## src/lcdts_pkg.sv

```systemverilog
// Shared types and constants for the LCD mode timing sequencer.
// No dependencies; every other file imports this package.
`default_nettype none

package lcdts_pkg;

   localparam int unsigned LINE_W  = 8;
   localparam int unsigned COUNT_W = 16;
   localparam int unsigned DELTA_W = 8;
   localparam int unsigned IRQ_W   = 4;

   localparam int unsigned VISIBLE_LINES_DEF = 144;
   localparam int unsigned LAST_LINE_DEF     = 153;

   localparam logic [COUNT_W-1:0] OAM_CYCLES    = COUNT_W'(80);
   localparam logic [COUNT_W-1:0] VRAM_CYCLES   = COUNT_W'(172);
   localparam logic [COUNT_W-1:0] HBLANK_CYCLES = COUNT_W'(204);
   localparam logic [COUNT_W-1:0] LINE_CYCLES   = COUNT_W'(456);
   localparam logic [COUNT_W-1:0] COUNT_MAX     = {COUNT_W{1'b1}};

   // Bit positions in irq_enables
   localparam int unsigned IRQ_LYC_BIT    = 3;
   localparam int unsigned IRQ_OAM_BIT    = 2;
   localparam int unsigned IRQ_VBLANK_BIT = 1;
   localparam int unsigned IRQ_HBLANK_BIT = 0;

   typedef enum logic [1:0] {
      PHASE_HBLANK = 2'd0,
      PHASE_VBLANK = 2'd1,
      PHASE_OAM    = 2'd2,
      PHASE_VRAM   = 2'd3
   } phase_type;

   typedef struct packed {
      logic [DELTA_W-1:0] delta_cycles;
      logic [LINE_W-1:0]  line_compare;
      logic [IRQ_W-1:0]   irq_enables;
   } req_type;

   typedef struct packed {
      logic [1:0]        lcd_mode;
      logic [LINE_W-1:0] line_number;
      logic              coincidence;
      logic              stat_request;
      logic              vblank_request;
      logic              line_done;
      logic              frame_done;
   } rsp_type;

   // Staged tick handed from the input register to the sequencer
   typedef struct packed {
      logic    valid;
      req_type item;
   } step_type;

endpackage

`default_nettype wire

```

## src/lcdts_in_stage.sv

```systemverilog
// Input register of the tick channel: holds one tick until the sequencer takes it.
// Depends on lcdts_pkg.
`default_nettype none

module lcdts_in_stage
   import lcdts_pkg::*;
(
   input  wire logic     clock,
   input  wire logic     reset,
   input  wire logic     req_valid,
   output logic          req_ready,
   input  wire req_type  req_data,
   input  wire logic     advance,
   output step_type      step
);

   logic    valid_ff, valid_in;
   req_type item_ff, item_in;
   logic    take;

   assign req_ready = !valid_ff || advance;
   assign take      = req_valid && req_ready;

   always_comb begin
      valid_in = take ? 1'b1 : (advance ? 1'b0 : valid_ff);
      item_in  = take ? req_data : item_ff;
   end

   always_ff @(posedge clock) begin
      if (reset) begin
         valid_ff <= 1'b0;
      end else begin
         valid_ff <= valid_in;
      end
   end

   always_ff @(posedge clock) begin
      item_ff <= item_in;
   end

   assign step.valid = valid_ff;
   assign step.item  = item_ff;

endmodule

`default_nettype wire

```

## src/lcdts_sequencer.sv

```systemverilog
// Mode sequencer: cycle counter, phase, line and held status, updated once per tick.
// Depends on lcdts_pkg.
`default_nettype none

module lcdts_sequencer
   import lcdts_pkg::*;
#(
   parameter int unsigned VISIBLE_LINES = VISIBLE_LINES_DEF,
   parameter int unsigned LAST_LINE     = LAST_LINE_DEF
)(
   input  wire logic     clock,
   input  wire logic     reset,
   input  wire logic     lcd_enable,
   input  wire step_type step,
   input  wire logic     advance,
   output rsp_type       result
);

   logic [COUNT_W-1:0] count_ff, count_in;
   phase_type          phase_ff, phase_in;
   logic [LINE_W-1:0]  line_ff, line_in;
   logic               coin_ff, coin_in;
   logic               stat_ff, stat_in;
   logic               vbl_ff, vbl_in;

   logic [COUNT_W:0]   sum;
   logic [COUNT_W-1:0] sat;
   logic [LINE_W:0]    line_next;
   logic               refresh;
   logic               line_pulse;
   logic               frame_pulse;
   logic               match;
   logic               req;

   // Next state
   always_comb begin
      sum         = {1'b0, count_ff} + (COUNT_W+1)'(step.item.delta_cycles);
      sat         = sum[COUNT_W] ? COUNT_MAX : sum[COUNT_W-1:0];
      line_next   = {1'b0, line_ff} + (LINE_W+1)'(1);
      phase_in    = phase_ff;
      count_in    = sat;
      line_in     = line_ff;
      refresh     = 1'b0;
      line_pulse  = 1'b0;
      frame_pulse = 1'b0;
      if (lcd_enable) begin
         case (phase_ff)
            PHASE_OAM: begin
               refresh = 1'b1;
               if (sat >= OAM_CYCLES) begin
                  phase_in = PHASE_VRAM;
                  count_in = sat - OAM_CYCLES;
               end
            end
            PHASE_VRAM: begin
               refresh = 1'b1;
               if (sat >= VRAM_CYCLES) begin
                  phase_in   = PHASE_HBLANK;
                  count_in   = sat - VRAM_CYCLES;
                  line_pulse = 1'b1;
               end
            end
            PHASE_HBLANK: begin
               if (sat >= HBLANK_CYCLES) begin
                  refresh  = 1'b1;
                  count_in = sat - HBLANK_CYCLES;
                  line_in  = line_next[LINE_W-1:0];
                  if (line_next[LINE_W-1:0] == LINE_W'(VISIBLE_LINES)) begin
                     phase_in    = PHASE_VBLANK;
                     frame_pulse = 1'b1;
                  end else begin
                     phase_in = PHASE_OAM;
                  end
               end
            end
            PHASE_VBLANK: begin
               if (sat >= LINE_CYCLES) begin
                  refresh  = 1'b1;
                  count_in = sat - LINE_CYCLES;
                  // wrap to the top of the frame once past the last line
                  if (line_next > (LINE_W+1)'(LAST_LINE)) begin
                     phase_in = PHASE_OAM;
                     line_in  = '0;
                  end else begin
                     line_in = line_next[LINE_W-1:0];
                  end
               end
            end
            default: begin
               phase_in = phase_ff;
            end
         endcase
      end
   end

   // Held status, taken from the updated phase and line
   always_comb begin
      match = (step.item.line_compare == line_in);
      req   = (step.item.irq_enables[IRQ_LYC_BIT] && match)
           || (step.item.irq_enables[IRQ_OAM_BIT] && phase_in == PHASE_OAM)
           || (step.item.irq_enables[IRQ_VBLANK_BIT] && phase_in == PHASE_VBLANK)
           || (step.item.irq_enables[IRQ_HBLANK_BIT] && phase_in == PHASE_HBLANK);
      coin_in = refresh ? match : coin_ff;
      stat_in = refresh ? req : stat_ff;
      vbl_in  = refresh ? (phase_in == PHASE_VBLANK) : vbl_ff;
   end

   always_ff @(posedge clock) begin
      if (reset) begin
         count_ff <= '0;
         phase_ff <= PHASE_OAM;
         line_ff  <= '0;
         coin_ff  <= 1'b0;
         stat_ff  <= 1'b0;
         vbl_ff   <= 1'b0;
      end else if (advance) begin
         count_ff <= count_in;
         phase_ff <= phase_in;
         line_ff  <= line_in;
         coin_ff  <= coin_in;
         stat_ff  <= stat_in;
         vbl_ff   <= vbl_in;
      end
   end

   always_comb begin
      result.lcd_mode       = phase_in;
      result.line_number    = line_in;
      result.coincidence    = coin_in;
      result.stat_request   = stat_in;
      result.vblank_request = vbl_in;
      result.line_done      = line_pulse;
      result.frame_done     = frame_pulse;
   end

endmodule

`default_nettype wire

```

## src/lcdts_out_stage.sv

```systemverilog
// Result register of the status channel: holds one result until it is taken.
// Depends on lcdts_pkg.
`default_nettype none

module lcdts_out_stage
   import lcdts_pkg::*;
(
   input  wire logic    clock,
   input  wire logic    reset,
   input  wire logic    advance,
   input  wire rsp_type result,
   output logic         out_free,
   output logic         rsp_valid,
   input  wire logic    rsp_ready,
   output rsp_type      rsp_data
);

   logic    valid_ff, valid_in;
   rsp_type data_ff, data_in;

   assign out_free = !valid_ff || rsp_ready;

   always_comb begin
      valid_in = advance ? 1'b1 : (rsp_ready ? 1'b0 : valid_ff);
      data_in  = advance ? result : data_ff;
   end

   always_ff @(posedge clock) begin
      if (reset) begin
         valid_ff <= 1'b0;
      end else begin
         valid_ff <= valid_in;
      end
   end

   always_ff @(posedge clock) begin
      data_ff <= data_in;
   end

   assign rsp_valid = valid_ff;
   assign rsp_data  = data_ff;

endmodule

`default_nettype wire

```

## src/lcd_mode_timing_sequencer_top.sv

```systemverilog
// Channel  Ports                           Direction  Moves
// req      req_valid/req_ready/req_data    in         one tick per transfer
// rsp      rsp_valid/rsp_ready/rsp_data    out        one status result per tick
// csr      csr_valid/csr_ready/csr_data    in         lcd_enable write
//
// One tick is accepted per cycle while the input register is empty or moving on. The
// input register holds it until the result register has room; the sequencer logic then
// loads its result into the result register, from which the result can transfer.
// Reset (synchronous) puts the sequencer in OAM scan at line 0 with the counter clear.
// A stalled result holds the result register and the staged tick in the same cycle;
// the input takes one more tick only while its register is empty.
// csr_ready is always high; write it only while no tick is in flight.
// Depends on lcdts_pkg, lcdts_in_stage, lcdts_sequencer, lcdts_out_stage.
`default_nettype none

module lcd_mode_timing_sequencer_top
   import lcdts_pkg::*;
#(
   parameter int unsigned VISIBLE_LINES = VISIBLE_LINES_DEF,
   parameter int unsigned LAST_LINE     = LAST_LINE_DEF
)(
   input  wire logic    clock,
   input  wire logic    reset,
   input  wire logic    req_valid,
   output logic         req_ready,
   input  wire req_type req_data,
   output logic         rsp_valid,
   input  wire logic    rsp_ready,
   output rsp_type      rsp_data,
   input  wire logic    csr_valid,
   output logic         csr_ready,
   input  wire logic    csr_data
);

   logic     enable_ff, enable_in;
   step_type step;
   rsp_type  result;
   logic     out_free;
   logic     advance;

   assign csr_ready = 1'b1;
   assign enable_in = (csr_valid && csr_ready) ? csr_data : enable_ff;

   always_ff @(posedge clock) begin
      if (reset) begin
         enable_ff <= 1'b0;
      end else begin
         enable_ff <= enable_in;
      end
   end

   // move a staged tick into the result register when it has room
   assign advance = step.valid && out_free;

   lcdts_in_stage u_in_stage (
      .clock     (clock),
      .reset     (reset),
      .req_valid (req_valid),
      .req_ready (req_ready),
      .req_data  (req_data),
      .advance   (advance),
      .step      (step)
   );

   lcdts_sequencer #(
      .VISIBLE_LINES (VISIBLE_LINES),
      .LAST_LINE     (LAST_LINE)
   ) u_sequencer (
      .clock      (clock),
      .reset      (reset),
      .lcd_enable (enable_ff),
      .step       (step),
      .advance    (advance),
      .result     (result)
   );

   lcdts_out_stage u_out_stage (
      .clock     (clock),
      .reset     (reset),
      .advance   (advance),
      .result    (result),
      .out_free  (out_free),
      .rsp_valid (rsp_valid),
      .rsp_ready (rsp_ready),
      .rsp_data  (rsp_data)
   );

   a_line_done_hblank: assert property (@(posedge clock) disable iff (reset)
      (rsp_valid && rsp_data.line_done) |-> (rsp_data.lcd_mode == PHASE_HBLANK))
      else $error("line_done outside hblank");

   a_frame_done_vblank: assert property (@(posedge clock) disable iff (reset)
      (rsp_valid && rsp_data.frame_done) |-> (rsp_data.lcd_mode == PHASE_VBLANK
         && rsp_data.vblank_request))
      else $error("frame_done without vblank entry");

   a_pulses_exclusive: assert property (@(posedge clock) disable iff (reset)
      rsp_valid |-> !(rsp_data.line_done && rsp_data.frame_done))
      else $error("line_done and frame_done together");

   a_stall_source: assert property (@(posedge clock) disable iff (reset)
      !req_ready |-> (rsp_valid && !rsp_ready))
      else $error("input stalled without output backpressure");

endmodule

`default_nettype wire

```

## config.mk

```make
export PLATFORM = sky130hd
export DESIGN_NAME = lcd_mode_timing_sequencer_top
export DESIGN_NICKNAME = d
export VERILOG_FILES = /design/src/lcdts_pkg.sv /design/src/lcdts_in_stage.sv /design/src/lcdts_sequencer.sv /design/src/lcdts_out_stage.sv /design/src/lcd_mode_timing_sequencer_top.sv
export SDC_FILE = /design/constraint.sdc
export NUM_CORES = 1
export LEC_CHECK = 0
export BUFFER_PORTS_ARGS = -buffer_cell sky130_fd_sc_hd__buf_4
export CORE_ASPECT_RATIO = 1.75
export CORE_MARGIN = 4
export CORE_UTILIZATION = 65
export DETAILED_ROUTE_END_ITERATION = 12
export PLACE_DENSITY_LB_ADDON = 0.08
export REMOVE_ABC_BUFFERS = 1
export SLEW_MARGIN = 0
export SYNTH_ARGS = -nofsm -noshare
export SYNTH_HDL_FRONTEND = slang
export SYNTH_SLANG_ARGS = --single-unit
```

## constraint.sdc

```tcl
create_clock -name clock -period 7.24 [get_ports clock]
set_input_delay 1.448 -clock clock [delete_from_list [all_inputs] [get_ports clock]]
set_output_delay 1.448 -clock clock [all_outputs]
set_load 0.05 [all_outputs]
```

==> run summary <==
Outcome -> finished, final reports clean
Remaining antenna violation count -> 0
Drt total wl -> 17,800 µm
Power Density -> 225 nW/µm²
Reg clk slew, reported paths -> 0.06 ns
Worst Path Max Fanout -> 11
Fin area -> 6180 µm²
Dpl hpwl -> 13,100 µm
EDFF count, synth -> 35
F_max -> 177 MHz
Fin. Hold Viols -> 0
Vias in the first global route -> 5,407
# clock sinks -> 67
Post-route clock skew -> 0.0104 ns
Die footprint -> 10,100 µm²
DIE HEIGHT -> 130 µm
Initial core utilization -> 66.3%
Slew Limit Fails -> 0
Cells along the critical path -> ha_1, fa_1, a211oi_4, o211a_4, or3_1, nand2_1, inv_1, ha_1, nand2_1, o21a_1, a32o_1, nand4bb_1, nor3_1, a21oi_1, o21ai_1, nor2_1, a22o_1, nand2_1, a21oi_1
Synth unique cells -> 99
Finished Layout Cells -> 813
DRT Pass-1 Iters -> 8
CP Class -> flip-flop to flip-flop
RSZ-0062 raised after global routing -> no
Top cell type by total area after synthesis -> edfxtp_1
Num rows -> 44
#FFs+latches synth -> 67
YS warnings -> 0
Tot GR Track Use -> 35.8%
Worst path max stage delay -> 0.51 ns
Post-Place Cells -> 797
CP delay by family, top -> compound AO/OA/AOI/OAI gates
Required @ worst endpoint -> 7.45 ns
Mapped Cells -> 666
Top post-synthesis cells by area -> edfxtp_1 19%, dfxtp_1 12%, nor2_1 5.2%, nand2_1 4.9%, a21oi_1 4.6%
Critical Path End Type -> flip-flop
Yosys top cell area share -> 19.1%
Via count -> 5,638
Critical Path AT -> 5.87 ns
Vias per inst -> 6.93
First-pass GRT wire length -> 28,100 µm
CTS tree -> built
Slew @ Worst Pin -> 0.984 ns
Critical path buffer and inverter count -> 1
Num CTS Buffers -> 9
Worst-Skew Late Latency -> 0.35 ns
Synth Flop Type -> edfxtp_1
Critical path launch point type -> flip-flop
Placed Area -> 5870 µm²
# hold bufs at CTS -> 0
Clock tree root driver cell -> clkbuf_16
R2r startpoint -> u_in_stage.step[12]
Placer Congestion -> 1.06
Multi-input gate area -> 3570 µm²
CORE AREA -> 8310 µm²
Final net count -> 740
Period utilisation layout -> 78.1%
Layout cells sized above 1 -> 16.3%
Antenna violations before repair -> 0
Io pins -> 44
Post-synthesis sequential area ratio -> 30.7%
Worst Hold Class -> flip-flop to flip-flop
Critical Path Source -> u_in_stage.step[12]
Max-cap viol count -> 0
Port Buffers -> 42
N_diodes -> 0
Slowest cell on crit path -> nor3_1
VDD IR max -> 168 µV
Worst setup margin -> 1.58 ns
Post-DR wirelength/cell -> 21.9 µm
Setup-violating endpoint count in the final report -> 0
Flip-flop and latch area -> 1690 µm²
Synthesized area -> 5510 µm²
Initial DRC count -> 454
Setup TNS after final layout -> 0 ns
H-tree Lvls -> 3
Worst Min Path Start -> u_sequencer.count_ff[3]
Largest net degree at the start of global routing -> 32
Crit-path most repeated cell -> nand2_1
Post-CTS Setup Inserts -> 0
Worst slew margin -> 34.4%
DRC Markers -> 0
GRT Residual Overflow -> 0
Layout area overhead -> 12.2%
Filler cells -> 639
Synth Area per Inst -> 8.28 µm²
Post-CTS Resized -> 0
Leakage dissipation -> 2.36 nW
Die width -> 77.6 µm
Fraction of registers with async set/reset -> 0%
Clock Path Buffers -> 2
Crit path time final -> 5.66 ns
Pre-CTS setup slack -> 1.68 ns
[metal layers]
layer | wire length, µm | up-vias | global-route usage [%]
met3 | 1330 | 115 | 4.97
met2 | 9160 | 371 | 64.6
met4 | 1350 | 0 | 25.6
met1 | 5950 | 2611 | 37.7
li1 | - | 2541 | -
met5 | 0 | - | 0
[final timing paths]
kind | endpoint | slack, ns | depth (start not counted)
hold / removal | u_sequencer.count_ff[3] | 0.46 | 2
setup reg to reg | u_sequencer.vbl_ff | 1.58 | 19
hold reg to reg | u_sequencer.count_ff[3] | 0.46 | 2
setup / recovery | u_sequencer.vbl_ff | 1.58 | 19
[Yosys cell counts, drive strengths merged, types with 5 or more instances]
library cell / count
nor2: 77
nand2: 72
a21oi: 54
o21ai: 40
edfxtp: 35
dfxtp: 32
clkbuf: 24
nor3: 24
a211oi: 21
ha: 20
nand3: 19
inv: 17
xor2: 16
xnor2: 15
buf: 12
nand2b: 11
a31oi: 10
mux2i: 10
a21o: 8
and3: 8
nand4: 8
o31ai: 8
a211o: 7
a22oi: 7
o211ai: 7
or2: 7
and2: 6
nor4: 6
and4: 5
o21a: 5
[logic make-up after synthesis]
| kind of cell | after synthesis | synth area share, % |
|---|---|---|
| fa+ha+maj | 21 | 4.90 |
| compound gates | 215 | 28.5 |
| mux | 11 | 2.09 |
| flops | 67 | 30.7 |
| other cells | 1 | 0.0680 |
| buf+inv | 56 | 4.47 |
| xor+xnor | 31 | 5.20 |
| simple gates | 264 | 24.1 |
[area by class of cell]
| type | instances | share of cell area [%] |
|---|---|---|
| Clock buffer | 9 | 3.64 |
| Tap cell | 115 | 2.33 |
| Multi-Input combinational cell | 543 | 57.8 |
| Timing Repair Buffer | 52 | 6.31 |
| Clock inverter | 7 | 1.34 |
| Sequential cell | 67 | 27.4 |
| Inverter | 20 | 1.21 |
[cells in the final DEF, fill, tap and decap left out, types with 9 or more instances in the layout]
master | netlist | routed
mux2i_1 | 9 | 9
clkbuf_16 | 0 | 9
xor2_1 | 14 | 14
edfxtp_1 | 35 | 35
a21oi_1 | 51 | 51
nand2b_1 | 11 | 11
buf_4 | 2 | 52
o21ai_0 | 30 | 30
nand2_1 | 72 | 72
nor3_1 | 21 | 21
xnor2_1 | 15 | 15
nor2_1 | 76 | 76
dfxtp_1 | 32 | 32
a211oi_1 | 17 | 17
a31oi_1 | 10 | 10
ha_1 | 20 | 20
inv_1 | 16 | 16
nand3_1 | 19 | 19
[worst min-delay path, stage by stage, from the launching register on]
cell and delay (ns):
dfxtp_1 0.31, nand2_1 0.05, a21oi_1 0.05
[metrics by stage]
step	total power [W]	hold WS (ns)	utilization, %
after floorplan	0.000783	0.430	-
final	0.00139	0.461	74.4
after detailed placement	0.000920	0.452	70.7
after CTS	0.00138	0.461	74.4
after global routing	0.00144	0.501	74.4
after global placement	0.000909	0.443	70.7
[where the power goes]
group | switching, W | total, W | internal (W)
logic | 0.000321 | 0.000489 | 0.000168
registers | 0.0000182 | 0.000439 | 0.000421
clock network | 0.000193 | 0.000466 | 0.000273
[flip-flops by register name (all words and copies together) (netlist names), 2 cells and up]
name                  cells
u_in_stage.step          20
u_sequencer.count_ff     16
u_out_stage.rsp_data     15
u_sequencer.line_ff       8
u_sequencer.phase_ff      2
No activity file was read; power rests on OpenSTA's default activity.
